## src/rtl/isfp_pkg.sv

```systemverilog
// ---------------------------------------------------------------------------
// isfp_pkg
// Types and constants of the IMU serial frame parser.
// ---------------------------------------------------------------------------
package isfp_pkg;

  localparam int unsigned FRAC_BITS_DEF = 10;

  localparam int unsigned WIN_BYTES = 9;
  localparam int unsigned FILL_W    = 4;

  localparam logic [7:0] SUM_SEED   = 8'h55;
  localparam logic [7:0] TYPE_RATE  = 8'h52;
  localparam logic [7:0] TYPE_ANGLE = 8'h53;

  localparam logic KIND_RATE  = 1'b0;
  localparam logic KIND_ANGLE = 1'b1;

  localparam int unsigned CFG_IDX_W = 2;
  localparam logic [CFG_IDX_W-1:0] CFG_RATE_FS  = 2'd0;
  localparam logic [CFG_IDX_W-1:0] CFG_ANGLE_FS = 2'd1;

  localparam logic [11:0] RATE_FS_RESET  = 12'd2000;
  localparam logic [8:0]  ANGLE_FS_RESET = 9'd180;

  // rate: raw * fs * 314 / (32768 * 360 * 100)
  localparam int unsigned MULSEL_W = 21;
  localparam logic [MULSEL_W-1:0] RATE_NUM = 21'd314;
  localparam int unsigned REM_W = 31;
  localparam logic [REM_W-1:0] DEN_RATE   = 31'(32768 * 360 * 100);
  localparam logic [REM_W-1:0] HALF_RATE  = 31'(32768 * 360 * 50);
  localparam logic [REM_W-1:0] DEN_ANGLE  = 31'd32768;
  localparam logic [REM_W-1:0] HALF_ANGLE = 31'd16384;

  localparam int unsigned PROD_W     = 37;
  localparam int unsigned ACC_W      = 40;
  localparam int unsigned MPL_W      = 20;
  localparam int unsigned MUL_STEPS  = 20;
  localparam int unsigned SQRT_STEPS = 20;
  localparam int unsigned SREM_W     = 22;
  localparam int unsigned ROOT_W     = 21;

  localparam int unsigned SC_W  = 20;
  localparam int unsigned MAG_W = 18;
  localparam logic [31:0]     SC_POS_LIM = 32'd524287;
  localparam logic [31:0]     SC_NEG_LIM = 32'd524288;
  localparam logic [SC_W-1:0] SC_POS_SAT = 20'h7FFFF;
  localparam logic [SC_W-1:0] SC_NEG_SAT = 20'h80000;
  localparam logic [MAG_W-1:0] MAG_MAX   = 18'h3FFFF;

  localparam logic [1:0] K_LAST = 2'd2;

  typedef enum logic [3:0] {
    ST_IDLE,
    ST_MLOAD,
    ST_MUL,
    ST_DLOAD,
    ST_DIV,
    ST_STORE,
    ST_SLOAD,
    ST_SQR,
    ST_SQRT,
    ST_DONE
  } state_t;

endpackage

```

## src/rtl/imu_serial_frame_parser.sv

```systemverilog
// ---------------------------------------------------------------------------
// imu_serial_frame_parser
// Eleven-byte sensor frame parser with sum checksum and fixed-point scaling.
// ---------------------------------------------------------------------------
// Use:
//   in_*  : one received byte per beat (tdata = rx_byte, tlast = end of buffer).
//   out_* : one beat per good rate or angle frame; tuser = frame kind.
//   cfg_* : register writes, always ready; index 0 rate full scale,
//           index 1 angle full scale; other indexes are dropped.
// Timing:
//   A byte that closes no frame is taken without a stall. A checksum byte that
//   closes a good frame starts the serial arithmetic, one bit or bit pair a
//   cycle through a shared shift-add multiplier, a restoring divider and a
//   square-root unit; in_tready is low meanwhile. The result beat follows
//   the arithmetic; a rate frame adds a squaring pass and the square root.
// Stall: the result sits in the output register; bytes are still taken
//   while it waits. A second result that finds it full waits in the final
//   state with in_tready low until out_tready.
// Reset: window empty, no skip pending, both full scales at their defaults.
// ---------------------------------------------------------------------------
module imu_serial_frame_parser
  import isfp_pkg::*;
#(
  parameter int unsigned FRAC_BITS = FRAC_BITS_DEF
) (
  input  logic                 clk,
  input  logic                 rst_n,
  input  logic                 in_tvalid,
  output logic                 in_tready,
  input  logic [7:0]           in_tdata,   // [7:0] rx_byte
  input  logic                 in_tlast,   // last_in_buffer
  output logic                 out_tvalid,
  input  logic                 out_tready,
  // [15:0] raw_x, [31:16] raw_y, [47:32] raw_z, [67:48] scaled_x,
  // [87:68] scaled_y, [107:88] scaled_z, [125:108] rate_magnitude, [127:126] 0
  output logic [127:0]         out_tdata,
  output logic                 out_tuser,  // frame_kind
  input  logic                 cfg_valid,
  output logic                 cfg_ready,
  input  logic [CFG_IDX_W-1:0] cfg_index,
  input  logic [11:0]          cfg_data
);

  localparam int unsigned QW        = FRAC_BITS + 10;
  localparam int unsigned NW        = PROD_W + FRAC_BITS + 1;
  localparam int unsigned STEPS_MAX = (QW > MUL_STEPS) ? QW : MUL_STEPS;
  localparam int unsigned STEPW     = $clog2(STEPS_MAX);

  state_t state_r, state_nxt;

  logic [11:0]       rate_fs_r, rate_fs_nxt;
  logic [8:0]        angle_fs_r, angle_fs_nxt;
  logic [7:0]        win_r [WIN_BYTES];
  logic [7:0]        win_nxt [WIN_BYTES];
  logic [FILL_W-1:0] fill_r, fill_nxt;
  logic [7:0]        sum_r, sum_nxt;
  logic              skip_r, skip_nxt;
  logic              kind_r, kind_nxt;
  logic [1:0]        k_r, k_nxt;
  logic [STEPW-1:0]  step_r, step_nxt;
  logic [ACC_W-1:0]  mcand_r, mcand_nxt;
  logic [MPL_W-1:0]  mplier_r, mplier_nxt;
  logic [ACC_W-1:0]  acc_r, acc_nxt;
  logic [REM_W-1:0]  rem_r, rem_nxt;
  logic [QW-1:0]     q_r, q_nxt;
  logic [SC_W-1:0]   sc_r [3];
  logic [SC_W-1:0]   sc_nxt [3];
  logic [SREM_W-1:0] srem_r, srem_nxt;
  logic [ROOT_W-1:0] root_r, root_nxt;
  logic              out_valid_r, out_valid_nxt;
  logic              out_kind_r, out_kind_nxt;
  logic [127:0]      out_data_r, out_data_nxt;

  logic                byte_acc;
  logic                frame_hit;
  logic                step_last;
  logic                out_load;
  logic [15:0]         raw_sel;
  logic [15:0]         abs_raw;
  logic [MULSEL_W-1:0] rate_mul;
  logic [MULSEL_W-1:0] mul_sel;
  logic [REM_W-1:0]    den_sel;
  logic [REM_W-1:0]    half_sel;
  logic [NW-1:0]       n_val;
  logic [REM_W:0]      div_t;
  logic [REM_W:0]      div_d;
  logic                div_ge;
  logic [31:0]         q_ext;
  logic [SC_W-1:0]     sc_clamped;
  logic [SC_W-1:0]     sc_cur;
  logic [SC_W-1:0]     abs_sc;
  logic [SREM_W+1:0]   sq_t;
  logic [SREM_W+1:0]   sq_trial;
  logic [SREM_W+1:0]   sq_d;
  logic                sq_ge;
  logic [MAG_W-1:0]    mag_val;

  // ---------------- decode ----------------
  always_comb begin
    byte_acc  = in_tvalid && in_tready;
    frame_hit = byte_acc && !skip_r && (fill_r == FILL_W'(WIN_BYTES)) &&
                ((win_r[0] == TYPE_RATE) || (win_r[0] == TYPE_ANGLE)) &&
                (sum_r == in_tdata);

    case (k_r)
      2'd0:    raw_sel = {win_r[2], win_r[1]};
      2'd1:    raw_sel = {win_r[4], win_r[3]};
      default: raw_sel = {win_r[6], win_r[5]};
    endcase
    abs_raw = raw_sel[15] ? (~raw_sel + 16'd1) : raw_sel;

    rate_mul = MULSEL_W'(rate_fs_r) * RATE_NUM;
    if (kind_r == KIND_ANGLE) begin
      mul_sel  = MULSEL_W'(angle_fs_r);
      den_sel  = DEN_ANGLE;
      half_sel = HALF_ANGLE;
    end else begin
      mul_sel  = rate_mul;
      den_sel  = DEN_RATE;
      half_sel = HALF_RATE;
    end

    n_val = {1'b0, acc_r[PROD_W-1:0], {FRAC_BITS{1'b0}}} + NW'(half_sel);

    div_t  = {rem_r, q_r[QW-1]};
    div_d  = div_t - {1'b0, den_sel};
    div_ge = (div_t >= {1'b0, den_sel});

    q_ext = 32'(q_r);
    if (!raw_sel[15]) begin
      sc_clamped = (q_ext > SC_POS_LIM) ? SC_POS_SAT : q_ext[SC_W-1:0];
    end else begin
      sc_clamped = (q_ext > SC_NEG_LIM) ? SC_NEG_SAT : (~q_ext[SC_W-1:0] + SC_W'(1));
    end

    sc_cur = sc_r[k_r];
    abs_sc = sc_cur[SC_W-1] ? (~sc_cur + SC_W'(1)) : sc_cur;

    sq_t     = {srem_r, acc_r[ACC_W-1:ACC_W-2]};
    sq_trial = {1'b0, root_r, 2'b01};
    sq_d     = sq_t - sq_trial;
    sq_ge    = (sq_t >= sq_trial);

    if (kind_r == KIND_ANGLE) begin
      mag_val = '0;
    end else begin
      mag_val = (root_r > ROOT_W'(MAG_MAX)) ? MAG_MAX : root_r[MAG_W-1:0];
    end
  end

  // ---------------- FSM outputs ----------------
  always_comb begin
    in_tready = (state_r == ST_IDLE);
    out_load  = (state_r == ST_DONE) && (!out_valid_r || out_tready);
    case (state_r)
      ST_MUL, ST_SQR: step_last = (step_r == STEPW'(MUL_STEPS - 1));
      ST_DIV:         step_last = (step_r == STEPW'(QW - 1));
      ST_SQRT:        step_last = (step_r == STEPW'(SQRT_STEPS - 1));
      default:        step_last = 1'b0;
    endcase
  end

  // ---------------- next state ----------------
  always_comb begin
    state_nxt = state_r;
    case (state_r)
      ST_IDLE:  if (frame_hit) state_nxt = ST_MLOAD;
      ST_MLOAD: state_nxt = ST_MUL;
      ST_MUL:   if (step_last) state_nxt = ST_DLOAD;
      ST_DLOAD: state_nxt = ST_DIV;
      ST_DIV:   if (step_last) state_nxt = ST_STORE;
      ST_STORE: begin
        if (k_r != K_LAST) state_nxt = ST_MLOAD;
        else if (kind_r == KIND_RATE) state_nxt = ST_SLOAD;
        else state_nxt = ST_DONE;
      end
      ST_SLOAD: state_nxt = ST_SQR;
      ST_SQR: begin
        if (step_last) state_nxt = (k_r == K_LAST) ? ST_SQRT : ST_SLOAD;
      end
      ST_SQRT:  if (step_last) state_nxt = ST_DONE;
      ST_DONE:  if (out_load) state_nxt = ST_IDLE;
      default:  state_nxt = ST_IDLE;
    endcase
  end

  // ---------------- datapath ----------------
  always_comb begin
    rate_fs_nxt   = rate_fs_r;
    angle_fs_nxt  = angle_fs_r;
    win_nxt       = win_r;
    fill_nxt      = fill_r;
    sum_nxt       = sum_r;
    skip_nxt      = skip_r;
    kind_nxt      = kind_r;
    k_nxt         = k_r;
    step_nxt      = step_r;
    mcand_nxt     = mcand_r;
    mplier_nxt    = mplier_r;
    acc_nxt       = acc_r;
    rem_nxt       = rem_r;
    q_nxt         = q_r;
    sc_nxt        = sc_r;
    srem_nxt      = srem_r;
    root_nxt      = root_r;
    out_valid_nxt = out_valid_r;
    out_kind_nxt  = out_kind_r;
    out_data_nxt  = out_data_r;

    if (cfg_valid) begin
      case (cfg_index)
        CFG_RATE_FS:  rate_fs_nxt  = cfg_data;
        CFG_ANGLE_FS: angle_fs_nxt = cfg_data[8:0];
        default: ;
      endcase
    end

    case (state_r)
      ST_IDLE: begin
        if (byte_acc) begin
          if (skip_r) begin
            skip_nxt = 1'b0;
          end else if (fill_r == FILL_W'(WIN_BYTES)) begin
            if (frame_hit) begin
              fill_nxt = '0;
              skip_nxt = 1'b1;
              sum_nxt  = SUM_SEED;
              kind_nxt = (win_r[0] == TYPE_ANGLE) ? KIND_ANGLE : KIND_RATE;
              k_nxt    = 2'd0;
            end else begin
              for (int i = 0; i < WIN_BYTES - 1; i++) win_nxt[i] = win_r[i+1];
              win_nxt[WIN_BYTES-1] = in_tdata;
              sum_nxt = sum_r - win_r[0] + in_tdata;
            end
          end else begin
            win_nxt[fill_r] = in_tdata;
            fill_nxt        = fill_r + FILL_W'(1);
            sum_nxt         = sum_r + in_tdata;
          end
          if (in_tlast) begin
            fill_nxt = '0;
            skip_nxt = 1'b0;
            sum_nxt  = SUM_SEED;
          end
        end
      end
      ST_MLOAD: begin
        mcand_nxt  = ACC_W'(mul_sel);
        mplier_nxt = MPL_W'(abs_raw);
        acc_nxt    = '0;
        step_nxt   = '0;
      end
      ST_MUL, ST_SQR: begin
        if (mplier_r[0]) acc_nxt = acc_r + mcand_r;
        mcand_nxt  = {mcand_r[ACC_W-2:0], 1'b0};
        mplier_nxt = {1'b0, mplier_r[MPL_W-1:1]};
        step_nxt   = step_r + STEPW'(1);
        if ((state_r == ST_SQR) && step_last) begin
          if (k_r != K_LAST) begin
            k_nxt = k_r + 2'd1;
          end else begin
            srem_nxt = '0;
            root_nxt = '0;
            step_nxt = '0;
          end
        end
      end
      ST_DLOAD: begin
        rem_nxt  = REM_W'(n_val[NW-1:QW]);
        q_nxt    = n_val[QW-1:0];
        step_nxt = '0;
      end
      ST_DIV: begin
        rem_nxt  = div_ge ? div_d[REM_W-1:0] : div_t[REM_W-1:0];
        q_nxt    = {q_r[QW-2:0], div_ge};
        step_nxt = step_r + STEPW'(1);
      end
      ST_STORE: begin
        sc_nxt[k_r] = sc_clamped;
        k_nxt       = (k_r == K_LAST) ? 2'd0 : (k_r + 2'd1);
      end
      ST_SLOAD: begin
        mcand_nxt  = ACC_W'(abs_sc);
        mplier_nxt = abs_sc;
        if (k_r == 2'd0) acc_nxt = '0;
        step_nxt   = '0;
      end
      ST_SQRT: begin
        srem_nxt = sq_ge ? sq_d[SREM_W-1:0] : sq_t[SREM_W-1:0];
        root_nxt = {root_r[ROOT_W-2:0], sq_ge};
        acc_nxt  = {acc_r[ACC_W-3:0], 2'b00};
        step_nxt = step_r + STEPW'(1);
      end
      default: ;
    endcase

    if (out_load) begin
      out_valid_nxt = 1'b1;
      out_kind_nxt  = kind_r;
      out_data_nxt  = {2'b00, mag_val, sc_r[2], sc_r[1], sc_r[0],
                       win_r[6], win_r[5], win_r[4], win_r[3], win_r[2], win_r[1]};
    end else if (out_tready) begin
      out_valid_nxt = 1'b0;
    end
  end

  always_ff @(posedge clk) begin
    if (!rst_n) begin
      state_r     <= ST_IDLE;
      rate_fs_r   <= RATE_FS_RESET;
      angle_fs_r  <= ANGLE_FS_RESET;
      fill_r      <= '0;
      sum_r       <= SUM_SEED;
      skip_r      <= 1'b0;
      k_r         <= 2'd0;
      step_r      <= '0;
      out_valid_r <= 1'b0;
    end else begin
      state_r     <= state_nxt;
      rate_fs_r   <= rate_fs_nxt;
      angle_fs_r  <= angle_fs_nxt;
      fill_r      <= fill_nxt;
      sum_r       <= sum_nxt;
      skip_r      <= skip_nxt;
      k_r         <= k_nxt;
      step_r      <= step_nxt;
      out_valid_r <= out_valid_nxt;
    end
  end

  always_ff @(posedge clk) begin
    win_r      <= win_nxt;
    kind_r     <= kind_nxt;
    mcand_r    <= mcand_nxt;
    mplier_r   <= mplier_nxt;
    acc_r      <= acc_nxt;
    rem_r      <= rem_nxt;
    q_r        <= q_nxt;
    sc_r       <= sc_nxt;
    srem_r     <= srem_nxt;
    root_r     <= root_nxt;
    out_kind_r <= out_kind_nxt;
    out_data_r <= out_data_nxt;
  end

  assign out_tvalid = out_valid_r;
  assign out_tuser  = out_kind_r;
  assign out_tdata  = out_data_r;
  assign cfg_ready  = 1'b1;

endmodule

```

## config.mk

```make
export PLATFORM = sky130hd
export DESIGN_NAME = imu_serial_frame_parser
export DESIGN_NICKNAME = d
export VERILOG_FILES = /design/src/rtl/isfp_pkg.sv /design/src/rtl/imu_serial_frame_parser.sv
export SDC_FILE = /design/constraint.sdc
export NUM_CORES = 1
export LEC_CHECK = 0
export BUFFER_PORTS_ARGS = -buffer_cell sky130_fd_sc_hd__buf_2
export CAP_MARGIN = 10
export CORE_MARGIN = 4
export CORE_UTILIZATION = 60
export DETAILED_ROUTE_END_ITERATION = 6
export GPL_TIMING_DRIVEN = 0
export PLACE_DENSITY = 0.85
export SETUP_SLACK_MARGIN = 0.15
export SYNTH_ARGS = -nofsm -noshare
export SYNTH_HDL_FRONTEND = slang
export SYNTH_SLANG_ARGS = --single-unit
```

## constraint.sdc

```tcl
create_clock -name clk -period 11.7 [get_ports clk]
set_input_delay 0.585 -clock clk [delete_from_list [all_inputs] [get_ports clk]]
set_output_delay 0.585 -clock clk [all_outputs]
set_load 0.005 [all_outputs]
```

# [Yosys cells after proc, flatten, opt, wreduce, memory -nomap -nowiden]
# Index checks and enable logic that the tools add are counted.
[op_classes] addsub=13 multipliers=1 n_div=0 n_lt_le_gt_ge=9 eq_ne=35 shifts=0 muxes=73 bitwise=6 n_reduce_logical=38
[op_table] operator="one-hot mux 40 bit (4 select lines)" n=1
[op_table] operator="two-way mux 72 bit" n=2
[op_table] operator="two-way mux 20 bit" n=7
[op_table] operator="one-hot mux 40 bit (3 select lines)" n=1
[op_table] operator="two-way mux 40 bit" n=2
[op_table] operator="bitwise mux 72 bit" n=1
[op_table] operator="two-way mux 22 bit" n=3
[op_table] operator="two-way mux 21 bit" n=3
[op_table] operator="two-way mux 31 bit" n=2
[op_table] operator="one-hot mux 31 bit (2 select lines)" n=1
[op_table] operator="bitwise mux 60 bit" n=1
[op_table] operator="one-hot mux 20 bit (3 select lines)" n=1
[op_table] operator="two-way mux 4 bit" n=13
[op_table] operator="adder 47 x 31 -> 48 bit" n=1
[op_table] operator="one-hot mux 22 bit (2 select lines)" n=1
[op_table] operator="one-hot mux 21 bit (2 select lines)" n=1
[op_table] operator="adder 20 x 1 -> 20 bit (second input constant)" n=2
[op_table] operator="adder 40 bit" n=1
[op_table] operator="binary-select mux 20 bit (select 2 bit)" n=1
[op_table] operator="demux 20 bit (select 2 bit)" n=1
[op_table] operator="two-way mux 8 bit" n=5
[op_table] operator="inverter 20 bit" n=2
[op_table] operator="one-hot mux 20 bit (2 select lines)" n=1
[op_table] operator="one-hot mux 4 bit (10 select lines)" n=1
[op_table] operator="other kinds (61)" n=120
[word_totals] reg_bits=500 latch_bits=0 ram_bits=0 rom_bits=0 in_bits=28 out_inout_bits=132 elab_cells=207 mem_count=0

# [Logic depth before layout (Yosys ltp)]
# Gate-level depths: netlist of the first run.
[depth] depth_word=11 depth_mapped=16 mapped_depth_nobuf=16

# [Least setup slack after synthesis of the first run]
# No wires, ideal clock.
[synth_path] kind="register -> register" start="register state_r[2]" end="register out_data_r[0], in the netlist out_tdata[0] (enable)" setup_ps=769 t_arrival_ps=9498 required_time_ps=10931 slack_ps=1433 stages_incl_launch_ff=5 path_buffers=2 synth_period_minus_slack_ps=10267 path_cell_list="dfxtp_1 > clkbuf_1 > nand2b_1 > clkbuf_1 > nor3_1"
[synth_via] elab_chain_cells=2
[synth_lines] element="start: declaration" line_no="imu_serial_frame_parser.sv:49" rtl="state_t state_r, state_nxt;"
[synth_lines] element="start signal: assignment" line_no="imu_serial_frame_parser.sv:319" rtl="state_r <= state_nxt;"
[synth_lines] element="== test 4 bit" line_no="imu_serial_frame_parser.sv:154" rtl="out_load = (state_r == ST_DONE) && (!out_valid_r || out_tready);"
[synth_lines] element="logical AND 1 bit" line_no="imu_serial_frame_parser.sv:154"
[synth_lines] element="named net out_load" line_no="imu_serial_frame_parser.sv:77" rtl="logic out_load;"
[synth_lines] element="end signal: assignment" line_no="imu_serial_frame_parser.sv:343" rtl="out_data_r <= out_data_nxt;"
[synth_lines] element="end: declaration" line_no="imu_serial_frame_parser.sv:72" rtl="logic [127:0] out_data_r, out_data_nxt;"
# The timed path passes the listed nets, and every way through them passes these cells.
# A chain may end at the register's enable or synchronous reset.

# [Final worst setup path of the first run]
[layout_path] start="register rate_fs_r[0]" end="register mcand_r[18], data pin"
[layout_via] elab_chain_cells=3
[layout_lines] element="start: declaration" line_no="imu_serial_frame_parser.sv:51" rtl="logic [11:0] rate_fs_r, rate_fs_nxt;"
[layout_lines] element="start signal: assignment" line_no="imu_serial_frame_parser.sv:320" rtl="rate_fs_r <= rate_fs_nxt;"
[layout_lines] element="multiplier 12 x 8 -> 20 bit" line_no="imu_serial_frame_parser.sv:112" rtl="rate_mul = MULSEL_W'(rate_fs_r) * RATE_NUM;"
[layout_lines] element="two-way mux 21 bit" line_no="imu_serial_frame_parser.sv:113" rtl="if (kind_r == KIND_ANGLE) begin"
[layout_lines] element="one-hot mux 40 bit (3 select lines)" line_no="imu_serial_frame_parser.sv:218" rtl="case (state_r)"
[layout_lines] element="named net mcand_nxt[18]" line_no="imu_serial_frame_parser.sv:61" rtl="logic [ACC_W-1:0] mcand_r, mcand_nxt;"
[layout_lines] element="end signal: assignment" line_no="imu_serial_frame_parser.sv:334" rtl="mcand_r <= mcand_nxt;"
[layout_lines] element="end: declaration" line_no="imu_serial_frame_parser.sv:61"
# The timed path passes the listed nets, and every way through them passes these cells.

==> reports/metrics.cfg, run 1 <==
[outcome]
status = finished clean

[floorplan]
die_area_um2 = 50700
core-area_um2 = 46600
rows = 79
die_x_um = 225
boundaryPins = 160
initial_core_util_pct = 60.8
die_y_um = 225

[grt]
grt_use_total_pct = 28.9
grt_max_degree = 38
grt_pass1_wl_mm = 118
grt_antenna_before_repair = 0
grt-ovfl-total = 0
grt_pass1_vias = 21900

[place]
dp.final_hpwl_mm = 55.2
place_congestion = 0.999
portBuffers = 155
dp_slack_ps = 7160

[critical_path]
rr_startpoint = rate_fs_r[0]
criticalPathCategory = reg -> reg
cp-end-kind = flip-flop
startpoint = rate_fs_r[0]
worstSetupStartpointType = flip-flop
required_ps = 12040
critPathMaxFanout = 6
arrival_ps = 4950

[logic_synthesis]
synth_cell_types = 93
synthCells = 2615
netlist_area_um2 = 28300
async_flop_share_pct = 0
ys_ff_latch = 500
synth_edf_count = 454
seq_area_frac_synth_pct = 51.4
synth_ff_type = edfxtp_1
ys_warn_count = 0
synth.avg_cell_area_um2 = 10.8

[cts]
post-cts-setup-buffer-count = 0
worstSkewPairLatency_ps = 610
hold_buffers = 0
clock_path_buffers = 3
tritoncts = built
clkTransAtPathRegs_ps = 60
postCtsResizedCells = 0
cts.sinks = 500
cts_root_buf = clkbuf_16
cts_buffers = 52
cts.htree.levels = 2

[finish]
drive_above_1_share_pct = 10.7
layout_commonest_cell = edfxtp_1
regArea_um2 = 14600
multiInputGateArea_um2 = 12700
nNetsFinal = 3050
antenna_cells = 0
fillers = 3215
final_cell_mix = edfxtp_1, nand2_1, nor2_1
syn_to_final_growth_pct = 12.2

[timing]
worst_slack_ps = 7090
rsz0062_at_grt = no
hold_ws_ps = 207
fmax_ghz = 0.217
slew-limit-headroom_pct = 20.4
worst_pin_slew_ps = 1190
setup_viol_count_final = 0
min_period_ps = 4610
skew_ps = 24.8
finalSetupTns_ps = 0
slew_violations = 0
timing.final.crit_share_pct = 39.4
finalHoldViolations = 0

[power]
irDropWorstVdd_v = 0.000188
power_frac_seq_pct = 35.4
pwr-share-comb_pct = 42.9
p_sw_share_pct = 39.0
power_per_cell_area_nw_per_um2 = 239
netSwitchingPower_mw = 2.95
internal-power_mw = 4.62
p_leak_nw = 12.4
clkPwrFrac_pct = 21.7
power_mw = 7.58

[detailed_routing]
initialDrtViolationCount = 2639
detail_route.wl_per_cell_um = 21.4
routed_wl_mm = 74.7
first_pass_iters = 7
drc = 0
vias = 22200
antenna_left = 0
vias_per_cell = 6.36

[flow_run]
drv_cap = 0

[worst_hold_path]
hp-class = in -> reg
min-delay-start = cfg_data[7]

-- power by group through the flow --
stage                     Sequential, mW  Clock, mW  Combinational, mW
final                               2.68       1.65               3.25
after global routing                2.71       1.73               3.55
after CTS                           2.67       1.65               3.18
after detailed placement            2.70          0               3.14
after global placement              2.74          0               2.95
after floorplan                     2.64          0               2.36
-- worst paths after layout --
path	slack (ps)	endpoint	depth (start not counted)
worst max register to register	7090	mcand_r[18]	14
worst min-delay path	210	angle_fs_r[7]	3
worst min register to register	450	out_tdata[98]	0
worst max-delay path	7090	mcand_r[18]	14
-- flip-flops by register name, indices dropped and copies added, names as in the netlist --
name	cells
out_tdata	126
win_r	72
sc_r	60
acc_r	40
mcand_r	40
rem_r	31
srem_r	22
root_r	21
mplier_r	20
q_r	20
rate_fs_r	12
angle_fs_r	9
sum_r	8
step_r	5
fill_r	4
state_r	4
k_r	2
kind_r	1
out_tuser	1
out_tvalid	1
skip_r	1
-- cell families (layout without fill, tap and decap cells) --
logic type | Yosys count | count (layout) | share of synthesized area (%)
AO/OA/AOI/OAI | 653 | 653 | 15.7
XOR/XNOR | 155 | 155 | 4.80
adder cells (fa/ha/maj) | 183 | 183 | 9.05
buffers and inverters | 270 | 533 | 3.85
flip-flops | 500 | 500 | 51.4
multiplexers | 50 | 50 | 1.80
other | 2 | 3 | 0.0265
AND/OR/NAND/NOR | 802 | 802 | 13.4
-- through the flow --
stage	instances	util [%]	cell area (µm²)
floorplan	2616	-	28300
global placement	3378	64.1	29800
detailed placement	3392	64.6	30100
CTS	3486	68.2	31700
global route	3486	68.2	31700
finish	3486	68.2	31700
-- final cells by class --
| class | instances | area share, % |
|---|---|---|
| Buffer | 119 | 1.65 |
| Clock buffer | 63 | 4.30 |
| Clock inverter | 31 | 0.993 |
| Inverter | 151 | 1.79 |
| Multi-Input combinational cell | 1846 | 40.0 |
| Sequential cell | 500 | 45.8 |
| Tap cell | 607 | 2.39 |
| Timing Repair Buffer | 169 | 3.05 |
-- per-layer routing --
metal | part of all wire (%) | global-route usage [%] | up-vias
li1 | - | - | 10000
met1 | 39 | 38.2 | 10600
met2 | 47 | 47.1 | 1303
met3 | 10 | 6.16 | 230
met4 | 4.3 | 11.7 | 0
met5 | 0 | 0 | -
-- critical path, stage by stage (launching register included) --
cell and delay, ps:
dfxtp_1 400, fa_1 450, ha_1 290, ha_1 330, fa_1 540, ha_1 320, a21o_1 170, a21oi_1 240
nor2b_1 80, o21a_1 200, o41ai_2 370, o21ai_1 180, o41ai_2 330, mux2i_1 140, a211o_1 300
-- synthesized netlist by cell type (32+ instances only) --
master      n  area, µm²
nor3_1     51        255
a21o_1     61        458
nor2_1    228        856
edfxtp_1  454      13600
o21ai_0   138        691
nand3_1    42        210
fa_1       36        721
ha_1      147       1840
and3_1     49        307
mux2i_1    42        420
xnor2_1    93        815
dfxtp_1    46        921
xor2_1     62        543
clkbuf_1   84        315
a21oi_1   172        861
nand2b_1   32        200
inv_1     151        567
a22o_1     53        464
nand2_1   271       1020
(Power assumes the default switching activity.)
==> run 2, diff against run 1 <==
--- a/config.mk
+++ b/config.mk
@@ -8,10 +8,10 @@
 export BUFFER_PORTS_ARGS = -buffer_cell sky130_fd_sc_hd__buf_2
 export CAP_MARGIN = 10
 export CORE_MARGIN = 4
-export CORE_UTILIZATION = 60
+export CORE_UTILIZATION = 56
 export DETAILED_ROUTE_END_ITERATION = 6
 export GPL_TIMING_DRIVEN = 0
-export PLACE_DENSITY = 0.85
+export PLACE_DENSITY = 0.83
 export SETUP_SLACK_MARGIN = 0.15
 export SYNTH_ARGS = -nofsm -noshare
 export SYNTH_HDL_FRONTEND = slang
==> constraint.sdc (replaced) <==
create_clock -name clk -period 4.17 [get_ports clk]
set_input_delay 0.2085 -clock clk [delete_from_list [all_inputs] [get_ports clk]]
set_output_delay 0.2085 -clock clk [all_outputs]
set_load 0.005 [all_outputs]
==> reports/metrics.cfg, run 2 (synthesis results as in run 1) <==
[finish]
layout_commonest_cell = edfxtp_1
fillers = 3699
final_cell_mix = edfxtp_1, nand2_1, nor2_1
nNetsFinal = 3086
largest_reg_flops = 126
syn_to_final_growth_pct = 15.4
antenna_cells = 0
drive_above_1_share_pct = 13.6

[grt]
grt-ovfl-total = 0
grt_antenna_before_repair = 1
grt_pass1_vias = 21700
grt_max_degree = 37
grt_use_total_pct = 27.9
grt_pass1_wl_mm = 120

[timing]
rsz0062_at_grt = yes
finalHoldViolations = 0
hold_ws_ps = 52.1
timing.final.crit_share_pct = 98.4
setup_viol_count_final = 0
min_period_ps = 4100
worst_pin_slew_ps = 1190
skew_ps = 30.4
fmax_ghz = 0.244
slew_violations = 0
worst_slack_ps = 68.3
finalSetupTns_ps = 0
slew-limit-headroom_pct = 20.5

[place]
portBuffers = 155
place_congestion = 0.953
dp.final_hpwl_mm = 55.8
dp_slack_ps = -414

[detailed_routing]
drc = 0
first_pass_iters = 7
vias = 22200
routed_wl_mm = 77.3
vias_per_cell = 6.18
initialDrtViolationCount = 2441
antenna_left = 0
detail_route.wl_per_cell_um = 21.5

[critical_path]
rr_worst_depth = 14
critPathMostFrequentCell = ha_4
cp-end-kind = flip-flop
required_ps = 4510
critical_path_buf_inv_count = 0
criticalPathCategory = reg -> reg
critPathMaxFanout = 2
max_stage_delay_ps = 580
worstSetupStartpointType = flip-flop
slowest_stage = fa_2
arrival_ps = 4440
rr_startpoint = rate_fs_r[0]
crit_chain = fa_2 > ha_4 > ha_4 > fa_2 > ha_4 > a21o_1 > a21oi_2 > nor2b_1 > o21a_1 > o41ai_4 > o21ai_2 > o41ai_4 > mux2i_1 > a211o_1
path_delay_family = adder cells
timing.rr.end = mcand_r[18]
r2r_slack_ps = 70

[power]
power_per_cell_area_nw_per_um2 = 670
irDropWorstVdd_v = 0.000395
p_leak_nw = 12.7
power_mw = 21.9

[cts]
clkTransAtPathRegs_ps = 60
cts.sinks = 500
cts.htree.levels = 2
cts_root_buf = clkbuf_16
tritoncts = built
worstSkewPairLatency_ps = 610
clock_path_buffers = 3
cts_buffers = 51

[worst_hold_path]
hp-class = in -> reg
min-delay-start = out_tready
whs_path_depth = 3
whs_endpoint = out_tvalid

[floorplan]
initial_core_util_pct = 56.5
die_y_um = 233
die_x_um = 233
die_area_um2 = 54200
rows = 82
boundaryPins = 160
core-area_um2 = 50100

[flow_run]
drv_cap = 0

[outcome]
status = finished clean

## run 2: worst register-to-register path, delay by kind of cell, from the launching register on
| kind | cells | cell delay, ps |
|---|---|---|
| AOI/OAI and AO/OA | 7 | 1580 |
| adders and majority gates | 5 | 1680 |
| DFF | 1 | 360 |
| muxes | 1 | 150 |
| and+or+nand+nor | 1 | 80 |
## run 2: final cells by class
type	instances	area, µm²	share of cell area [%]
multi-input combinational	1846	13000	39.8
inverter	151	567	1.74
buffer	119	544	1.67
sequential	500	14600	44.7
tap	672	841	2.58
clock buffer	58	1300	3.99
clock inverter	35	445	1.36
timing repair buffer	206	1350	4.14
## run 2: where the power goes
part           internal (mW)  total [mW]  switching (mW)
Combinational           3.73        9.52            5.79
Clock                   2.83        4.84            2.01
Sequential              6.81        7.51           0.701
## run 2: worst max-delay path by stage
stage	from	endpoint	slack, ps	depth (start not counted)
after floorplan	state_r[2]	out_tdata[0]	10	4
after global placement	state_r[2]	out_tdata[110]	-1080	4
after detailed placement	rate_fs_r[0]	mcand_r[18]	-410	14
after CTS	rate_fs_r[0]	mcand_r[18]	-40	14
after global routing	rate_fs_r[0]	mcand_r[18]	-70	14
final	rate_fs_r[0]	mcand_r[18]	70	14
## run 2: through the flow
step                      cell area, µm²  cells  util [%]
after floorplan                    28300   2616         -
after global placement             30000   3443      59.8
after detailed placement           30200   3453      60.3
after CTS                          32400   3573      64.7
after global routing               32600   3587      65.2
final                              32600   3587      65.2
## run 2: per-layer routing
layer | wire length [µm] | global-route usage [%] | vias up
li1 | - | - | 10100
met1 | 30600 | 37.5 | 10700
met2 | 36900 | 46.1 | 1180
met3 | 7200 | 5.39 | 195
met4 | 2600 | 8.65 | 2
met5 | 7 | 0 | -
## run 2: what timing repair did
action,4_1_cts,5_1_grt
endpoints found under the setup margin,9,33
setup buffers,10,13
pin swaps,23,20
hold buffers,17,0
resized for setup,44,30
hold endpoints to repair,22,0
